**config.mk**
```make
export PLATFORM = sky130hd
export DESIGN_NAME = pcc_ram
export DESIGN_NICKNAME = d
export VERILOG_FILES = /design/src/hw/rtl/pcc_ram.sv
export SDC_FILE = /design/constraint.sdc
export NUM_CORES = 1
export LEC_CHECK = 0
export ABC_AREA = 0
export BUFFER_PORTS_ARGS = -buffer_cell sky130_fd_sc_hd__buf_2
export CORE_MARGIN = 1.5
export CORE_UTILIZATION = 35
export DETAILED_ROUTE_END_ITERATION = 7
export GPL_TIMING_DRIVEN = 0
export PLACE_DENSITY = 0.54
export SKIP_LAST_GASP = 1
export SLEW_MARGIN = 20
export SYNTH_ARGS = -nofsm -noshare
export SYNTH_HDL_FRONTEND = slang
export SYNTH_SLANG_ARGS = --single-unit
```
**constraint.sdc**
```tcl
create_clock -name clk -period 1.4 [get_ports clk]
set_input_delay 0 -clock clk [delete_from_list [all_inputs] [get_ports clk]]
set_output_delay 0 -clock clk [all_outputs]
set_load 0.005 [all_outputs]
```
**src/hw/rtl/pcc_ram.sv**
```systemverilog
module pcc_ram #(
	parameter int WIDTH = 8,
	parameter int DEPTH = 16
) (
	input  logic                     clk,
	input  logic                     we,
	input  logic [$clog2(DEPTH)-1:0] waddr,
	input  logic [WIDTH-1:0]         wdata,
	input  logic [$clog2(DEPTH)-1:0] raddr,
	output logic [WIDTH-1:0]         rdata
);

	logic [WIDTH-1:0] mem_q [DEPTH];
	logic [WIDTH-1:0] rdata_q;

	always_ff @(posedge clk) begin
		if (we) begin
			mem_q[waddr] <= wdata;
		end
		rdata_q <= mem_q[raddr];
	end

	assign rdata = rdata_q;

endmodule
```
; After elaboration in Yosys (flattened, before gate mapping)
; Memories as Yosys holds them, arrays and structs flattened. A register that Yosys moved wholly into a read port is not among the register bits.
; Index checks and enable logic that the tools add are counted.
[word_totals]
reg_bits = 0
mem_bits_rw = 128
input_bits = 18
out_inout_bits = 8
word_cells = 3
memories = 1
[mem_list]
columns = memory, words, width, rd, rd_clocked_by_memory_dff, wr, line_no
row1 = mem_q, 16, 8, 1, 1, 1, 13  ; logic [WIDTH-1:0] mem_q [DEPTH];
[op_classes]
muxes = 2
[ops]
columns = cell, n
row1 = 2-to-1 mux 1 bit, 2

; Logic depth before layout (Yosys ltp)
[logic_depth]
word_depth = 2
mapped_depth = 5
ltp_nobuf = 3

; Least setup slack after synthesis
; OpenSTA, ideal clock, no wires.
[synth_timing]
path_type = in2reg
startpoint = in waddr[2]
endpoint = mem mem_q[0][0], enable pin
setup_time_ps = 383
t_arrival_ps = 1110
t_required_ps = 1017
setup_slack_ps = -93
path_stages = 2
n_path_buf = 0
path_cell_list = or3b_2 nor3_1
[synth_rtl]
columns = element, line_no
row1 = "start, declared", 7  ; input logic [$clog2(DEPTH)-1:0] waddr,
row2 = "end, declared", 13
; No word-level cell before the write port.

==> summary.txt <==
Hold path startpoint: wdata[4]
Worst skew pair latency: 0.41 ns
Top cells by area, synth: edfxtp_1 (75%), mux4_2 (7.9%), mux4_1 (7.1%)
Pre-antenna DRT Iters: 4
Sequential fraction of the synthesis area: 0.7778
Leakage power: 1.997 nW
Slew Limit Fails: 0
Placed cells: 437
Vias in the first global route: 2,537
Area grow syn2layout: 18.72%
Register share of total power: 0.509
YS warnings: 0
Combinational Power Share: 0.052
Element type at the critical path start: flop
Root buffer cell: clkbuf_16
CTS Buf Count: 17
Residual DRC: 0
Reg2reg start: mem_q[2][1]
Filler cell count: 1,287
Slew headroom: 0.3926
Setup violators final: 0
Horiz. Die Dim: 124.3 um
Worst r2r path cells: 3
Critical Path Fanout Max: 1
H-tree Lvls: 4
Min-Delay Endpoint: mem_q[0][4]
All-Layer GR Usage: 0.1435
Final std cells w/o fill: 474
TNS Setup: 0 ns
Placer Congestion: 0.7709
Hold violation count in the final report: 0
CTS sink cnt: 136
I/O Pins: 26
Vias: 2,444
Largest net degree at the start of global routing: 17
Die Area: 0.01544 sq mm
Final WL: 10.33 mm
Worst Hold Depth: 1
First-pass GRT wire length: 15.52 mm
CTS max path bufs: 2
DR iter-0 viols: 177
ANT cells: 0
Net Count, Synth: 247
CP Data Arrival Time: 1.68 ns
Clock group share of total power: 0.439
# Post-CTS Setup Buffers: 0
Mapped Area: 0.005147 sq mm
Power per cell area: 1471 mW/mm^2
Final instance area: 0.006111 sq mm
Core Rows: 44
Switching part of the total: 0.2043
Max Cap Violations: 0
Post-layout minimum cycle time: 1.382 ns
Post-DP Area: 0.005518 sq mm
Initial antenna violation count: 0
CORE AREA: 0.01442 sq mm
Worst reg-to-reg setup slack: 0.02 ns
Mean Syn Cell Area: 22.48 sq um
Total net switching power: 1.837 mW
Leading area contributor after synthesis: edfxtp_1
Crit end category: flop
Area share of the largest cell type after synthesis: 0.7467
Clock Skew: 0.007271 ns
Distinct cell type count after synthesis: 19
Crit Reg-Reg Endpoint: rdata[1]
Critical path type: flop to flop
Req. time, crit path: 1.70 ns
Slew @ Worst Pin: 0.9077 ns
WL per Instance: 21.80 um
Final ANT Viol Nets: 0
Type of the most critical hold path: primary input to flop
Starting density of the core: 0.3569
Fin crit share: 0.9873
Layout cells sized above 1: 0.3172
Vert. Die Dim: 124.3 um
Hpwl dp: 6.500 mm
Final nets: 295
I/O Buffers: 24
Internal cell power: 7.151 mW
Fmax: 0.7235 GHz
Synth Register Bits: 136
Final Power: 8.987 mW
Mapped Cells: 229
RSZ-0062 raised after global routing: true
Peak supply drop: 0.0009420 V
TritonCTS clock tree: built
Vias per inst: 5.156
Worst hold slack: 0.005218 ns
Status: finished, final reports clean
Clock transition at the registers of the reported paths: 0.06 ns
GRT Residual Overflow: 0
-- routing by layer --
metal  vias to the layer above  share of wire  GRT usage
met1                      1288           0.45     0.1957
met2                        77           0.47     0.2153
met5                         -              0          0
met4                         0          0.016    0.05003
met3                        15          0.064    0.04983
li1                       1064              -          -
-- layout make-up --
class / count / area (sq um) / area share
well taps: 184 / 230.2 / 0.03767
clock buffers: 21 / 440.4 / 0.07207
clock inverters: 11 / 82.58 / 0.01351
flip-flops and latches: 136 / 4004 / 0.6552
multi-input cells: 83 / 1097 / 0.1796
repair buffers: 29 / 170.2 / 0.02785
plain buffers: 10 / 86.33 / 0.01413
-- critical path: stages, from the launching register on --
cell and delay [ns]:
edfxtp_1 0.38, mux4_2 0.52, a22oi_2 0.28, nand2_1 0.08
-- cells by family after synthesis --
logic type             Yosys count  share of synthesized area
DFF                            136                     0.7778
and+or+nand+nor                 35                    0.03184
muxes                           32                     0.1502
AOI/OAI and AO/OA               16                    0.02334
buffers and inverters           10                    0.01677
-- flip-flops by register name, summed over array words and instances (netlist names) --
name and flops:
rdata 8, mem_q 128
-- worst max-delay path by stage --
stage	startpoint	endpoint	slack, ns	cells past startpoint
2_1_floorplan	waddr[2]	mem_q[3][0]	0.13	2
3_3_place_gp	waddr[2]	mem_q[8][3]	-0.49	3
3_5_place_dp	waddr[2]	mem_q[3][2]	-0.34	3
4_1_cts	mem_q[2][1]	rdata[1]	-0.01	3
5_1_grt	mem_q[3][2]	rdata[2]	-0.03	3
6_report	mem_q[2][1]	rdata[1]	0.02	3
-- cell usage after synthesis --
library cell	count
a22oi_1	16
and2_1	1
and2b_1	1
buf_2	3
buf_4	1
buf_6	3
clkdlybuf4s25_2	3
dfxtp_1	8
edfxtp_1	128
mux4_1	14
mux4_2	18
nand2_1	9
nand2b_1	2
nand3_1	1
nand3b_1	2
nor2_1	13
nor2b_1	1
nor3_1	4
or3b_2	1
-- layout by cell type, fill, tap and decap left out, types with 2 or more instances in the layout --
cell type          n
a22oi_1            9
a22oi_2            7
buf_2             27
buf_6              3
clkbuf_1           4
clkbuf_16         17
clkdlybuf4s25_2    3
clkinv_1           4
clkinv_2           3
clkinvlp_4         3
dfxtp_1            8
dlygate4sd3_1      5
edfxtp_1         128
mux4_1            10
mux4_2            22
nand2_1            9
nand2b_1           2
nand3b_1           2
nor2_1            13
nor3_2             4
-- metrics by stage --
| step | setup slack (ns) | util |
|---|---|---|
| 6_report | 0.01779 | 0.4237 |
| 5_1_grt | -0.03418 | 0.4237 |
| 4_1_cts | -0.01395 | 0.4244 |
| 3_5_place_dp | -0.3390 | 0.3825 |
| 3_3_place_gp | -0.4868 | 0.3815 |
| 2_1_floorplan | 0.1339 | - |
-- power by group through the flow --
stage          Combinational [mW]  Clock (mW)  Sequential [mW]
4_1_cts                     0.474        4.01             4.58
3_3_place_gp                0.443           0             4.65
5_1_grt                     0.510        4.23             4.58
3_5_place_dp                0.451           0             4.66
6_report                    0.467        3.94             4.58
2_1_floorplan               0.231           0             4.66
-- timing repair --
item	in CTS	in global routing
hold endpoints to repair	63	0
endpoints found under the setup margin	6	7
pin swaps	3	7
hold buffers	5	0
gates cloned	0	0
resized for setup	6	5
(Power assumes the default switching activity.)
